===== src/sv/mmhg_pkg.sv =====
// Shared constants, types and state encoding for the height-to-gray converter.
package mmhg_pkg;

  localparam int INDEX_BITS  = 16;
  localparam int HEIGHT_W    = 32;
  localparam int TILE_W      = 16;
  localparam int GRAY_W      = 8;
  localparam int THR_W       = 16;
  localparam int NUM_W       = HEIGHT_W + GRAY_W;
  localparam int ADDR_W      = 3;

  localparam logic [TILE_W-1:0] INDEX_MASK = (INDEX_BITS >= TILE_W) ? {TILE_W{1'b1}} :
                                             TILE_W'((64'd1 << INDEX_BITS) - 64'd1);

  localparam logic [HEIGHT_W-1:0] LOWEST_RESET  = 32'h7FFF_FFFF;
  localparam logic [HEIGHT_W-1:0] HIGHEST_RESET = 32'h8000_0000;
  localparam logic [HEIGHT_W-1:0] RANGE_ONE     = 32'h0001_0000;
  localparam logic [THR_W-1:0]    THR_RESET     = 16'd66;
  localparam logic [GRAY_W-1:0]   GRAY_MIN      = 8'd0;
  localparam logic [GRAY_W-1:0]   GRAY_MAX      = 8'd255;

  // Register word index (byte address / 4)
  localparam logic REG_FLAT_THRESHOLD = 1'b0;

  localparam logic KIND_MEASURE = 1'b0;
  localparam logic KIND_CONVERT = 1'b1;

  typedef enum logic [2:0] {
    ST_IDLE,
    ST_PREP,
    ST_SCALE,
    ST_DIV,
    ST_DONE
  } state_t;

  typedef struct packed {
    logic busy;
    logic done;
  } div_stat_t;

endpackage


===== src/sv/mmhg_extrema.sv =====
// Running minimum and maximum of measured heights.
module mmhg_extrema (
  input  logic                           clk,
  input  logic                           rst,
  input  logic                           update,
  input  logic                           restart,
  input  logic [mmhg_pkg::HEIGHT_W-1:0]  height,
  output logic [mmhg_pkg::HEIGHT_W-1:0]  lowest,
  output logic [mmhg_pkg::HEIGHT_W-1:0]  highest
);
  import mmhg_pkg::*;

  always_ff @(posedge clk) begin
    if (rst) begin
      lowest  <= LOWEST_RESET;
      highest <= HIGHEST_RESET;
    end else if (update) begin
      if (restart) begin
        lowest  <= height;
        highest <= height;
      end else begin
        if ($signed(height) < $signed(lowest)) begin
          lowest <= height;
        end
        if ($signed(height) > $signed(highest)) begin
          highest <= height;
        end
      end
    end
  end

endmodule


===== src/sv/mmhg_div.sv =====
// Restoring divider: one quotient bit per cycle, numerator low bits shifted in serially.
module mmhg_div (
  input  logic                           clk,
  input  logic                           rst,
  input  logic                           start,
  input  logic [mmhg_pkg::NUM_W-1:0]     numer,
  input  logic [mmhg_pkg::HEIGHT_W-1:0]  denom,
  output logic [mmhg_pkg::GRAY_W-1:0]    quotient,
  output mmhg_pkg::div_stat_t            stat
);
  import mmhg_pkg::*;

  localparam int CNT_W = $clog2(GRAY_W);

  logic [HEIGHT_W-1:0] rem;
  logic [HEIGHT_W-1:0] dvs;
  // Holds the numerator low bits at start; quotient bits fill in from the bottom.
  logic [GRAY_W-1:0]   shreg;
  logic [CNT_W-1:0]    cnt;
  logic                busy;
  logic                done;

  logic [HEIGHT_W:0]   trial;
  logic [HEIGHT_W+1:0] sub;
  logic                fits;

  assign trial = {rem, shreg[GRAY_W-1]};
  assign sub   = {1'b0, trial} - {2'b00, dvs};
  assign fits  = ~sub[HEIGHT_W+1];

  always_ff @(posedge clk) begin
    if (rst) begin
      busy <= 1'b0;
      done <= 1'b0;
      cnt  <= '0;
    end else begin
      done <= 1'b0;
      if (start) begin
        busy <= 1'b1;
        cnt  <= '0;
      end else if (busy) begin
        cnt <= cnt + 1'b1;
        if (cnt == CNT_W'(GRAY_W - 1)) begin
          busy <= 1'b0;
          done <= 1'b1;
        end
      end
    end
  end

  always_ff @(posedge clk) begin
    if (start) begin
      rem   <= numer[NUM_W-1:GRAY_W];
      shreg <= numer[GRAY_W-1:0];
      dvs   <= denom;
    end else if (busy) begin
      rem   <= fits ? sub[HEIGHT_W-1:0] : trial[HEIGHT_W-1:0];
      shreg <= {shreg[GRAY_W-2:0], fits};
    end
  end

  assign quotient  = shreg;
  assign stat.busy = busy;
  assign stat.done = done;

endmodule


===== src/sv/minmax_height_to_gray.sv =====
// Top level: stream ports, threshold register, sequencer and output register.
// Measure item: no result; the next item can be taken the cycle after.
// Convert item: PREP registers range and offset; SCALE clamps to 0 or 255 or starts the
// 8-step serial divider; DONE loads the result once the output register is free. One item
// is in flight at a time; a finished result waits in the output register meanwhile.
// Reset (rst, synchronous): min at most positive, max at most negative, threshold 66.
module minmax_height_to_gray (
  input  logic                          clk,
  input  logic                          rst,
  input  logic                          s_tvalid,
  output logic                          s_tready,
  input  logic [47:0]                   s_tdata,  // height[31:0], tile_index[47:32]
  input  logic [1:0]                    s_tuser,  // kind[0], first_sample[1]
  output logic                          m_tvalid,
  input  logic                          m_tready,
  output logic [23:0]                   m_tdata,  // out_tile_index[15:0], gray_level[23:16]
  input  logic                          psel,
  input  logic                          penable,
  input  logic                          pwrite,
  input  logic [mmhg_pkg::ADDR_W-1:0]   paddr,
  input  logic [31:0]                   pwdata,
  output logic [31:0]                   prdata,
  output logic                          pready
);
  import mmhg_pkg::*;

  state_t              state, state_next;
  logic [THR_W-1:0]    flat_threshold;
  logic [HEIGHT_W-1:0] hreg;
  logic [TILE_W-1:0]   idx;
  logic [HEIGHT_W:0]   rng;
  logic [HEIGHT_W:0]   diff;
  logic [GRAY_W-1:0]   gray;
  logic [TILE_W-1:0]   out_idx;
  logic [GRAY_W-1:0]   out_gray;
  logic                out_valid;

  logic                in_xfer;
  logic                measure;
  logic [HEIGHT_W-1:0] lowest, highest;
  logic                flat;
  logic [HEIGHT_W-1:0] rng_eff;
  logic                diff_le0;
  logic                diff_ge;
  logic [NUM_W-1:0]    numer;
  logic                div_start;
  logic [GRAY_W-1:0]   quotient;
  div_stat_t           div_stat;
  logic                gray_load;
  logic [GRAY_W-1:0]   gray_next;
  logic                out_load;

  assign pready = 1'b1;
  assign prdata = (paddr[ADDR_W-1] == REG_FLAT_THRESHOLD) ? {16'd0, flat_threshold} : 32'd0;

  always_ff @(posedge clk) begin
    if (rst) begin
      flat_threshold <= THR_RESET;
    end else if (psel && penable && pwrite && pready &&
                 paddr[ADDR_W-1] == REG_FLAT_THRESHOLD) begin
      flat_threshold <= pwdata[THR_W-1:0];
    end
  end

  assign s_tready = (state == ST_IDLE);
  assign in_xfer  = s_tvalid && s_tready;
  assign measure  = in_xfer && (s_tuser[0] == KIND_MEASURE);

  mmhg_extrema u_extrema (
    .clk     (clk),
    .rst     (rst),
    .update  (measure),
    .restart (s_tuser[1]),
    .height  (s_tdata[HEIGHT_W-1:0]),
    .lowest  (lowest),
    .highest (highest)
  );

  // Range and offset, both at 33 bits signed
  always_ff @(posedge clk) begin
    if (in_xfer) begin
      hreg <= s_tdata[HEIGHT_W-1:0];
      idx  <= s_tdata[47:32] & INDEX_MASK;
    end
    if (state == ST_PREP) begin
      rng  <= {highest[HEIGHT_W-1], highest} - {lowest[HEIGHT_W-1], lowest};
      diff <= {hreg[HEIGHT_W-1], hreg} - {lowest[HEIGHT_W-1], lowest};
    end
    if (gray_load) begin
      gray <= gray_next;
    end
  end

  assign flat     = $signed(rng) < $signed({{(HEIGHT_W + 1 - THR_W){1'b0}}, flat_threshold});
  assign rng_eff  = flat ? RANGE_ONE : rng[HEIGHT_W-1:0];
  assign diff_le0 = diff[HEIGHT_W] || (diff == '0);
  assign diff_ge  = diff[HEIGHT_W-1:0] >= rng_eff;
  // diff * 255 as (diff << 8) - diff
  assign numer    = {diff[HEIGHT_W-1:0], {GRAY_W{1'b0}}} -
                    {{GRAY_W{1'b0}}, diff[HEIGHT_W-1:0]};

  mmhg_div u_div (
    .clk      (clk),
    .rst      (rst),
    .start    (div_start),
    .numer    (numer),
    .denom    (rng_eff),
    .quotient (quotient),
    .stat     (div_stat)
  );

  always_ff @(posedge clk) begin
    if (rst) begin
      state <= ST_IDLE;
    end else begin
      state <= state_next;
    end
  end

  always_comb begin
    state_next = state;
    div_start  = 1'b0;
    gray_load  = 1'b0;
    gray_next  = quotient;
    out_load   = 1'b0;
    case (state)
      ST_IDLE: begin
        if (in_xfer && s_tuser[0] == KIND_CONVERT) begin
          state_next = ST_PREP;
        end
      end
      ST_PREP: begin
        state_next = ST_SCALE;
      end
      ST_SCALE: begin
        if (diff_le0) begin
          gray_load  = 1'b1;
          gray_next  = GRAY_MIN;
          state_next = ST_DONE;
        end else if (diff_ge) begin
          gray_load  = 1'b1;
          gray_next  = GRAY_MAX;
          state_next = ST_DONE;
        end else begin
          div_start  = 1'b1;
          state_next = ST_DIV;
        end
      end
      ST_DIV: begin
        if (div_stat.done) begin
          gray_load  = 1'b1;
          state_next = ST_DONE;
        end
      end
      ST_DONE: begin
        // Hold until the output register is free or draining
        if (!out_valid || m_tready) begin
          out_load   = 1'b1;
          state_next = ST_IDLE;
        end
      end
      default: begin
        state_next = ST_IDLE;
      end
    endcase
  end

  always_ff @(posedge clk) begin
    if (rst) begin
      out_valid <= 1'b0;
    end else if (out_load) begin
      out_valid <= 1'b1;
    end else if (m_tready) begin
      out_valid <= 1'b0;
    end
  end

  always_ff @(posedge clk) begin
    if (out_load) begin
      out_idx  <= idx;
      out_gray <= gray;
    end
  end

  assign m_tvalid = out_valid;
  assign m_tdata  = {out_gray, out_idx};

endmodule


===== config.mk =====
export PLATFORM = sky130hd
export DESIGN_NAME = minmax_height_to_gray
export DESIGN_NICKNAME = d
export VERILOG_FILES = /design/src/sv/mmhg_pkg.sv /design/src/sv/mmhg_extrema.sv /design/src/sv/mmhg_div.sv /design/src/sv/minmax_height_to_gray.sv
export SDC_FILE = /design/constraint.sdc
export NUM_CORES = 1
export LEC_CHECK = 0
export ABC_AREA = 1
export BUFFER_PORTS_ARGS = -buffer_cell sky130_fd_sc_hd__buf_2
export CORE_ASPECT_RATIO = 1.1
export CORE_UTILIZATION = 40
export CTS_BUF_LIST = sky130_fd_sc_hd__clkbuf_2
export DETAILED_ROUTE_END_ITERATION = 10
export MAX_ROUTING_LAYER = met4
export PLACE_DENSITY_LB_ADDON = 0.25
export SKIP_CTS_REPAIR_TIMING = 1
export SYNTH_ARGS = -nofsm -noshare
export SYNTH_HDL_FRONTEND = slang
export SYNTH_SLANG_ARGS = --single-unit

===== constraint.sdc =====
create_clock -name clk -period 6.9 [get_ports clk]
set_input_delay 1.035 -clock clk [delete_from_list [all_inputs] [get_ports clk]]
set_output_delay 1.035 -clock clk [all_outputs]
set_load 0.1 [all_outputs]

# == Word-level counts from Yosys, hierarchy flattened ==
# Index checks and enable logic that the tools add are counted.
# classes
magnitude_cmp,4
mux,35
n_eq_ne,8
n_reduce_logical,20
bitwise_logic,4
add_sub_neg,5
# ops
operator,n
$mux W32,8
$sub A32 B32 Y33,2
$mux W8,5
$sub A40 B32 Y40,1
$sub A33 B32 Y34,1
$logic_not A33 Y1,1
$lt A33 B17 Y1,1
$ge A32 B32 Y1,1
$gt A32 B32 Y1,1
$lt A32 B32 Y1,1
$mux W16,1
$mux W3,5
$pmux W3 S5,1
$mux W1,14
$reduce_bool A2 Y1,4
$eq A3 B2 Y1 const B,2
$eq A3 B3 Y1 const B,2
$logic_and A1 B1 Y1,6
$ne A2 B1 Y1 const B,2
$not A1 Y1,4
$reduce_and A2 Y1,2
$add A3 B1 Y3 const B,1
$eq A3 B1 Y1 const B,1
$logic_not A3 Y1,1
other kinds (7),8
# word_totals
output_inout_bits,59
register_bits,307
elab_cells,94

# == Logic depth before layout (Yosys ltp) ==
# Gate-level depths: netlist of run 1.
# depth
depth_word,7
depth_mapped,27
depth_no_buf,25

# == Cells and area by module ==
# Synthesis of run 1 repeated with hierarchy kept, for this count alone.
# unflattened
cells_unflattened,3212
area_unflattened_um2,23737.8
# by_module_without_submodules
module,area_per_inst_um2,seq_area_each_um2,instances,cells_each
minmax_height_to_gray,13487.9,4784.6,1,1719
mmhg_div,5993.2,2262.2,1,864
mmhg_extrema,4256.6,1281.2,1,629

# == Worst setup path before layout of run 1 ==
# Ideal clock, no wire load.
# synth_timing
path_type,reg-to-reg
start,reg state[0]
end,"reg diff[0], enable pin"
synth_period_minus_slack_ps,5546
arrival_time_ps,4972
path_slack_ps,1354
setup_ps,574
path_stages_with_launch,3
path_cell_list,dfxtp_1 inv_1 nor3_1
# synth_via
elab_chain_cells,1
# synth_rtl
element,line,source
from (decl),minmax_height_to_gray.sv:27,"state_t state, state_next;"
from (signal assigned),minmax_height_to_gray.sv:116,state <= state_next;
$eq A3 B1 Y1,minmax_height_to_gray.sv:85,if (state == ST_PREP) begin
to (signal assigned),minmax_height_to_gray.sv:87,"diff <= {hreg[HEIGHT_W-1], hreg} - {lowest[HEIGHT_W-1], lowest};"
to (decl),minmax_height_to_gray.sv:32,logic [HEIGHT_W:0] diff;
# No other way between the ends.
# A chain may end at the register's enable or synchronous reset.

# == Worst setup path after layout of run 1 ==
# layout_timing
start,reg rng[12]
end,"reg u_div.rem[20], data pin"
# layout_via
elab_chain_cells,7
# layout_rtl
element,line,source
from (decl),minmax_height_to_gray.sv:31,logic [HEIGHT_W:0] rng;
from (signal assigned),minmax_height_to_gray.sv:86,"rng <= {highest[HEIGHT_W-1], highest} - {lowest[HEIGHT_W-1], lowest};"
$lt A33 B17 Y1,minmax_height_to_gray.sv:94,"assign flat = $signed(rng) < $signed({{(HEIGHT_W + 1 - THR_W){1'b0}}, flat_threshold});"
$mux W32,minmax_height_to_gray.sv:95,assign rng_eff = flat ? RANGE_ONE : rng[HEIGHT_W-1:0];
net rng_eff[31],minmax_height_to_gray.sv:42,logic [HEIGHT_W-1:0] rng_eff;
$ge A32 B32 Y1,minmax_height_to_gray.sv:97,assign diff_ge = diff[HEIGHT_W-1:0] >= rng_eff;
$mux W1,minmax_height_to_gray.sv:140,end else if (diff_ge) begin
$mux W1,minmax_height_to_gray.sv:136,if (diff_le0) begin
$mux W1,minmax_height_to_gray.sv:126,case (state)
$mux W32,mmhg_div.sv:52,if (start) begin
to (signal assigned),mmhg_div.sv:53,rem <= numer[NUM_W-1:GRAY_W];
to (signal assigned),mmhg_div.sv:57,rem <= fits ? sub[HEIGHT_W-1:0] : trial[HEIGHT_W-1:0];
to (decl),mmhg_div.sv:15,logic [HEIGHT_W-1:0] rem;
# The timed path passes the listed nets, and every way through them passes these cells.

==> results.toml, run 1 <==
[status]
status = "complete, no violations"

[flow_run]
maxCapViolCount = 0

[worst_hold_path]
min_path_type = "primary input to register"

[cts]
insertion_delay_ps = 1080
clock-sinks = 307
root_buffer = "clkbuf_2"
numCtsBuffers = 83
cts.path.max_buffers = 3
cts.htree.levels = 3
cts_tree = "done"
path_clk_slew_ps = 110

[yosys]
yosys.area.top_type = "edfxtp_1"
synth_top_area_share_pct = 29.7
netlist_instances = 2819
synth-main-ff-cell = "edfxtp_1"
yosysWarnings = 0
synth_area_um2 = 22000
syn_avg_cell_area_um2 = 7.82
synth.area.top_cells = "edfxtp_1 30%, ha_1 13%, nand2_1 9.6%"
async_flop_share_pct = 0
synth-edff-count = 218
ys_seq_area_share_pct = 37.8
yosys_register_bits = 307
ys_types = 51

[timing]
min_period_ps = 5160
slew_viol_final = 0
skew_ps = 99.0
worst_pin_slew_ps = 1140
slew-limit-headroom_pct = 23.4
setup_violations = 0
hold_viol_final = 0
post-route-period-util_pct = 74.8
rsz0062_at_grt = "false"
setup_tns_ps = 0
max_clock_freq_ghz = 0.194

[power]
switching_share_pct = 47.8
internal_power_uw = 4370
p_sw_uw = 4000
pwr-share-seq_pct = 34.4
clkPwrFrac_pct = 15.6
power_density_nw_per_um2 = 349
p_leak_uw = 0.0114
ir_drop_mv = 0.168
comb_power_share_pct = 49.9

[drt]
num_vias = 19046
wl_um = 64100
drc = 0
drt-pass1-iter-count = 5
ant_nets = 0
wl_per_cell_um = 17.0
drtIter0Drc = 1037
vias_per_cell = 5.05

[worst_setup_path]
timing.critical_path.fanout_max = 56
cp_num_buf_inv = 3
cp_top_family = "simple AND/OR/NAND/NOR gates"
cp-end-kind = "register"
max_stage_delay_ps = 660
crit_slowest_cell = "nor4_1"
crit_required_ps = 7630
worstPathArrival_ps = 5890
cp_common_cell = "nand2_1"
worst-setup-path-type = "register to register"
path_cells = "ha_1 > nand2_1 > inv_1 > nand3_1 > nor3_1 > nand3_1 > o2111ai_1 > nand2_1 > nor2_1 > inv_1 > ha_1 > nand2_1 > nor2_1 > nand2_1 > nor4_1 > nand3_1 > nand3_2 > buf_4 > o21ai_0"
startpoint_type = "register"

[grt]
grt_max_degree = 94
grt_pass1_wl_um = 100000
grt_pass1_vias = 19267
grt_overflow = 0
grt_usage_pct = 23.9
grt_antenna_before_repair = 1

[layout]
multi_input_area_um2 = 11800
drive_gt1_share_pct = 9.70
final_common_cell = "nand2_1"
nFillCells = 5581
final_cell_mix = "566 x nand2_1, 416 x inv_1, 260 x a21oi_1"
nNetsFinal = 3301
area_growth_pct = 9.00
final_area_um2 = 24000
seqCellArea_um2 = 8330

[floorplanning]
start_util_pct = 40.8
fp.dieArea_um2 = 56100
rows = 89
core_area_um2 = 54000
ios = 151
die_h_um = 248
die_w_um = 226

[place]
portBuffers = 115
hpwl_um = 51900
gp_congestion = 0.936
dpl-instance-area_um2 = 23300
## worst reg2reg max path, stage by stage, from the launching register on
cell,delay (ps)
edfxtp_1,440
ha_1,320
nand2_1,60
inv_1,80
nand3_1,70
nor3_1,190
nand3_1,110
o2111ai_1,220
nand2_1,430
nor2_1,340
inv_1,80
ha_1,300
nand2_1,70
nor2_1,180
nand2_1,120
nor4_1,660
nand3_1,290
nand3_2,180
buf_4,470
o21ai_0,220
## metal layers
metal,share of wire (%),vias up,global-route usage (%),wire length [um]
li1,-,9780,-,-
met1,44,8787,28.1,28300
met2,49,346,41.0,31400
met3,3.2,133,3.10,2060
met4,3.7,0,9.72,2360
met5,0,-,-,0
## layout make-up
class / instances / share of cell area (%)
clock buffer: 119 / 2.48
sequential: 307 / 34.7
multi-input combinational: 2036 / 49.0
inverter: 421 / 6.58
tap: 728 / 3.79
antenna: 4 / 0.0417
timing repair buffer: 124 / 2.73
clock inverter: 34 / 0.703
## flip-flops by register name, indices dropped and copies added, names as in the netlist, 16 cells and up
signal,count
diff,33
rng,33
hreg,32
u_div.dvs,32
u_div.rem,32
u_extrema.highest,32
u_extrema.lowest,32
flat_threshold,16
idx,16
out_idx,16
## metrics by stage
step                      cells  hold WS (ps)  util [%]  power, uW  worst slack, ps
final                      3773           125      44.5       8380             1740
after global routing       3770          15.1      44.5       9090             1290
after CTS                  3769         -13.9      44.5       8460             1660
after detailed placement   3616           405      43.1       7100             1750
after global placement     3616           401      43.1       7030             1830
after floorplan            2834           400         -       5940             1350
## power groups by stage
stage	combinational [uW]	sequential, uW	clock [uW]
detailed placement	4180	2930	0
floorplan	2930	3020	0
global route	4700	2920	1470
CTS	4200	2880	1380
global placement	4110	2910	0
finish	4180	2880	1310
## cells in the mapped netlist, types with 42 or more instances
master,number
a21oi_1,260
dfxtp_1,89
edfxtp_1,218
ha_1,233
inv_1,417
nand2_1,566
nand3_1,210
nor2_1,260
nor3_1,44
o21ai_0,126
xnor2_1,42
xor2_1,78
## path summary, 6_finish.rpt
path	start	to	slack, ps	cells after the start
worst max-delay path	rng[12]$_DFFE_PP_	u_div.rem[20]$_DFFE_PP_	1740	19
worst min-delay path	s_tdata[45]	idx[13]$_DFFE_PP_	130	1
worst max register to register	rng[12]$_DFFE_PP_	u_div.rem[20]$_DFFE_PP_	1740	19
worst min register to register	gray[3]$_DFFE_PP_	out_gray[3]$_DFFE_PP_	350	0
## logic make-up after synthesis
logic type               synth area share, %
AND/OR/NAND/NOR                         22.7
buffers and inverters                   9.15
AO/OA/AOI/OAI                           11.9
flip-flops                              37.8
adder cells (fa/ha/maj)                 13.5
XOR/XNOR                                4.77
other                                 0.0341
multiplexers                          0.0908
Power figures use the tool's default switching activity.
==> inputs of run 2 (changes only) <==
Clock period 6.9 ns to 4.41 ns, I/O delays scaled along.
==> run 2 against run 1 <==
Combinational power increased by 71%. Total power increased by 67%. Register-to-register slack got worse by 1600 ps. Via count increased by 4.9%. Fmax increased by 20%. Worst hold slack got worse by 88 ps. Worst setup slack got worse by 1600 ps. Critical path depth increased by 6.
==> results.toml, run 2 (synthesis results as in run 1) <==
[timing]
skew_ps = 131
max_clock_freq_ghz = 0.233
hold_viol_final = 0
worst_pin_slew_ps = 1100
slew_viol_final = 0
worst_slack_ps = 123
min_period_ps = 4290
setup_violations = 0
slew-limit-headroom_pct = 26.0
post-route-period-util_pct = 97.2

[worst_setup_path]
worstPathArrival_ps = 5040
rrSetupSlack_ps = 120
timing.critical_path.fanout_max = 5
r2r_end = "u_div.rem[25]$_DFFE_PP_"
worst-setup-path-type = "register to register"
crit_required_ps = 5160
r2r_cells = 25
cp_common_cell = "nand2_2"
crit_slowest_cell = "edfxtp_1"
startpoint_type = "register"
r2r-start = "rng[12]$_DFFE_PP_"
cp-end-kind = "register"
max_stage_delay_ps = 470

[cts]
numCtsBuffers = 83
cts_tree = "done"
cts.htree.levels = 3
path_clk_slew_ps = 110
cts.path.max_buffers = 3
root_buffer = "clkbuf_2"
clock-sinks = 307
insertion_delay_ps = 1100

[drt]
vias_per_cell = 5.10
wl_um = 66600
wl_per_cell_um = 17.0
drt-pass1-iter-count = 5
ant_nets = 0
drtIter0Drc = 1161
num_vias = 19976
drc = 0

[flow_run]
maxCapViolCount = 0

[layout]
drive_gt1_share_pct = 12.7
stdcell_count = 3914
nFillCells = 5442
fin_util_pct = 47.8
final_cell_mix = "556 x nand2_1, 412 x inv_1, 260 x a21oi_1"
nNetsFinal = 3441
area_growth_pct = 17.1
reg_top3 = "diff x33, rng x33"
final_common_cell = "nand2_1"

[grt]
grt_overflow = 0
grt_pass1_wl_um = 101000
grt_pass1_vias = 19648
grt_usage_pct = 23.8
grt_antenna_before_repair = 2
grt_max_degree = 90

[worst_hold_path]
hold_depth = 3
holdCritStartpoint = "penable"
min_path_type = "primary input to register"
holdPathEnd = "flat_threshold[1]$_SDFFE_PP1P_"

[power]
p_sw_uw = 6470
switching_share_pct = 46.3
comb_power_share_pct = 51.2
ir_drop_mv = 0.317
p_leak_uw = 0.0122
clkPwrFrac_pct = 16.5
internal_power_uw = 7500
pwr-share-seq_pct = 32.3
power_density_nw_per_um2 = 541

[place]
gp_congestion = 0.913
dp.cells = 3670
dp_slack_ps = 12.1
portBuffers = 115
hpwl_um = 51900

[floorplanning]
rows = 89
ios = 151
die_h_um = 248
core_area_um2 = 54000
die_w_um = 226
fp.dieArea_um2 = 56100
start_util_pct = 40.8

[status]
status = "complete, no violations"
## run 2: cell types whose count changed in the layout (fill, tap and decap cells not counted), moves of 6 or more
cell	before	now
dlygate4sd3_1	0	68
buf_4	8	61
nand2_1	566	556
nand2_2	3	12
nor2_1	259	250
clkbuf_16	0	8
nor2_4	3	9
## run 2: how the worst max path moves through the flow
stage	start	to	slack, ps	depth (start not counted)
6_report	rng[12]$_DFFE_PP_	u_div.rem[25]$_DFFE_PP_	120	25
3_3_place_gp	rng[12]$_DFFE_PP_	u_div.dvs[31]$_DFFE_PP_	80	25
5_1_grt	rng[12]$_DFFE_PP_	u_div.rem[25]$_DFFE_PP_	-20	25
3_5_place_dp	rng[12]$_DFFE_PP_	u_div.dvs[22]$_DFFE_PP_	10	25
2_1_floorplan	rng[12]$_DFFE_PP_	u_div.quotient[0]$_DFFE_PP_	6	21
4_1_cts	rng[12]$_DFFE_PP_	u_div.dvs[26]$_DFFE_PP_	-100	25
## run 2: layout make-up
type / instances / area [um^2] / share of cell area, %
Tap cell: 728 / 911 / 3.53
Timing Repair inverter: 1 / 7.51 / 0.0291
Clock inverter: 38 / 307 / 1.19
Antenna cell: 3 / 7.51 / 0.0291
Multi-Input combinational cell: 2036 / 12000 / 46.4
Timing Repair Buffer: 263 / 2110 / 8.16
Clock buffer: 117 / 586 / 2.27
Sequential cell: 307 / 8330 / 32.3
Inverter: 421 / 1590 / 6.15
## run 2: routing by layer
layer / global-route usage (%) / vias up / share of wire [%]
met5: - / - / 0
met4: 8.98 / 0 / 4.2
met3: 3.33 / 147 / 3.7
met2: 41.4 / 456 / 50
met1: 27.6 / 9307 / 42
li1: - / 10066 / -
## run 2: critical path, delay by kind of cell (launching register included)
family / cells / cell delay, ps
simple gates: 14 / 1730
flops: 1 / 470
fa+ha+maj: 2 / 580
buf+inv: 8 / 970
compound gates: 1 / 220
## run 2: per-stage QoR
stage / instance area, um^2 / setup TNS, ps / hold slack [ps] / total power [uW]
global placement: 23700 / 0 / 400 / 11200
floorplan: 22100 / 0 / 400 / 9280
finish: 25800 / 0 / 37.2 / 14000
detailed placement: 23700 / 0 / 405 / 11300
global route: 25800 / -243 / 24.1 / 15100
CTS: 24600 / -1120 / -380 / 13700
## run 2: power by group through the flow
stage / registers, uW / logic, uW / clock network, uW
after global routing: 4570 / 7950 / 2540
after floorplan: 4700 / 4580 / 0
final: 4510 / 7150 / 2310
after detailed placement: 4560 / 6780 / 0
after global placement: 4540 / 6700 / 0
after CTS: 4500 / 6820 / 2400
==> inputs of run 3 (changes only) <==
Settings changed: PLACE_DENSITY set to 0.6, PLACE_DENSITY_LB_ADDON 0.25 to not set, SKIP_LAST_GASP set to 1.
==> run 3 against run 2 <==
Design area is 0.98% lower. Global-route usage is 0.19 points higher. Largest power group unchanged. Fmax is 1.5% higher.
==> results.toml, run 3 (synthesis results as in run 1) <==
[worst_setup_path]
worst-setup-path-type = "register to register"
path_cells = "ha_4 > nand2_1 > inv_1 > nand3_1 > nor3_2 > nand3_1 > o2111ai_1 > buf_4 > nand2_8 > clkbuf_16 > nor2_2 > inv_1 > ha_1 > nand4_1 > buf_4 > nor4_2 > buf_4 > nand2_1 > and2_4 > nand3_4 > inv_4 > or2_4 > clkbuf_16"
cp-end-kind = "register"
crit_slowest_cell = "edfxtp_1"
cp_num_buf_inv = 8
worstPathArrival_ps = 4970
cp_common_cell = "buf_4"
cp_top_family = "simple AND/OR/NAND/NOR gates"
timing.critical_path.fanout_max = 9
crit_required_ps = 5150
startpoint_type = "register"
max_stage_delay_ps = 450

[power]
clkPwrFrac_pct = 14.5
power_density_nw_per_um2 = 530
p_sw_uw = 6390
p_leak_uw = 0.0120
comb_power_share_pct = 52.2
switching_share_pct = 47.1
pwr-share-seq_pct = 33.3
internal_power_uw = 7180
ir_drop_mv = 0.289

[drt]
drtIter0Drc = 1076
wl_um = 66000
wl_per_cell_um = 16.9
ant_nets = 0
vias_per_cell = 5.05
drt-pass1-iter-count = 5
num_vias = 19708
drc = 0

[floorplanning]
core_area_um2 = 54000
ios = 151
die_h_um = 248
start_util_pct = 40.8
fp.dieArea_um2 = 56100
rows = 89
die_w_um = 226

[layout]
area_growth_pct = 16.0
drive_gt1_share_pct = 12.4
final_common_cell = "nand2_1"
nNetsFinal = 3435
final_area_um2 = 25600
reg_top3 = "diff x33, rng x33"
final_cell_mix = "564 x nand2_1, 413 x inv_1, 256 x a21oi_1"
fin_util_pct = 47.3

[timing]
slew_viol_final = 0
worst_slack_ps = 186
min_period_ps = 4220
max_clock_freq_ghz = 0.237
setup_violations = 0
worst_pin_slew_ps = 1110
slew-limit-headroom_pct = 25.5
hold_viol_final = 0
setup_tns_ps = 0
skew_ps = 149
post-route-period-util_pct = 95.8

[grt]
grt_usage_pct = 24.0
grt_overflow = 0
grt_antenna_before_repair = 2
grt_pass1_vias = 19652
grt_max_degree = 93
grt_pass1_wl_um = 101000

[cts]
numCtsBuffers = 81
path_clk_slew_ps = 100
cts.path.max_buffers = 3
insertion_delay_ps = 1100
cts_tree = "done"
clock-sinks = 307
cts.htree.levels = 3
root_buffer = "clkbuf_2"

[place]
dpl-instance-area_um2 = 23700
gp_congestion = 0.914
portBuffers = 115
hpwl_um = 51900
dp_slack_ps = 8.17

[worst_hold_path]
min_path_type = "primary input to register"

[flow_run]
maxCapViolCount = 0

[status]
status = "complete, no violations"
[run 3: final cells by class]
class | count | area (um^2)
inverters | 421 | 1590
clock inverters | 28 | 138
diodes | 3 | 7.51
flip-flops and latches | 307 | 8330
multi-input cells | 2036 | 12000
fillers | 5429 | 28400
repair inverters | 1 | 7.51
well taps | 728 | 911
repair buffers | 259 | 2020
clock buffers | 118 | 591
[run 3: per-stage QoR]
stage / cells / hold slack (ps) / power [uW]
floorplan: 2834 / 400 / 9280
global placement: 3667 / 401 / 11200
detailed placement: 3667 / 405 / 11300
CTS: 3813 / -403 / 13300
global route: 3901 / 16.3 / 14700
finish: 3901 / 64.2 / 13600
[run 3: worst min-delay path, stage by stage]
cell	delay [ps]
buf_2	70
nor2_1	60
nand2_1	80
nand3_1	100
a21oi_1	110
[run 3: power groups by stage]
stage	sequential [uW]	clock, uW	combinational [uW]
after floorplan	4700	0	4580
after global placement	4550	0	6670
after detailed placement	4560	0	6750
after CTS	4500	2060	6780
after global routing	4580	2190	7920
final	4510	1970	7080
[run 3: final timing paths]
check,endpoint,slack [ps],from,depth (start not counted)
worst max-delay path,u_div.rem[28]$_DFFE_PP_,190,rng[12]$_DFFE_PP_,23
worst min-delay path,state[0]$_SDFFE_PP0P_,60,m_tready,5
worst max register to register,u_div.rem[28]$_DFFE_PP_,190,rng[12]$_DFFE_PP_,23
worst min register to register,out_gray[5]$_DFFE_PP_,380,gray[5]$_DFFE_PP_,0
[run 3: metal layers]
metal | routed length [um] | vias up | global-route usage [%] | share of wire [%]
met5 | 0 | - | - | 0
met4 | 2270 | 0 | 9.22 | 3.4
met3 | 2040 | 134 | 3.15 | 3.1
met2 | 33000 | 353 | 41.2 | 50
met1 | 28700 | 9193 | 28.4 | 43
li1 | - | 10028 | - | -
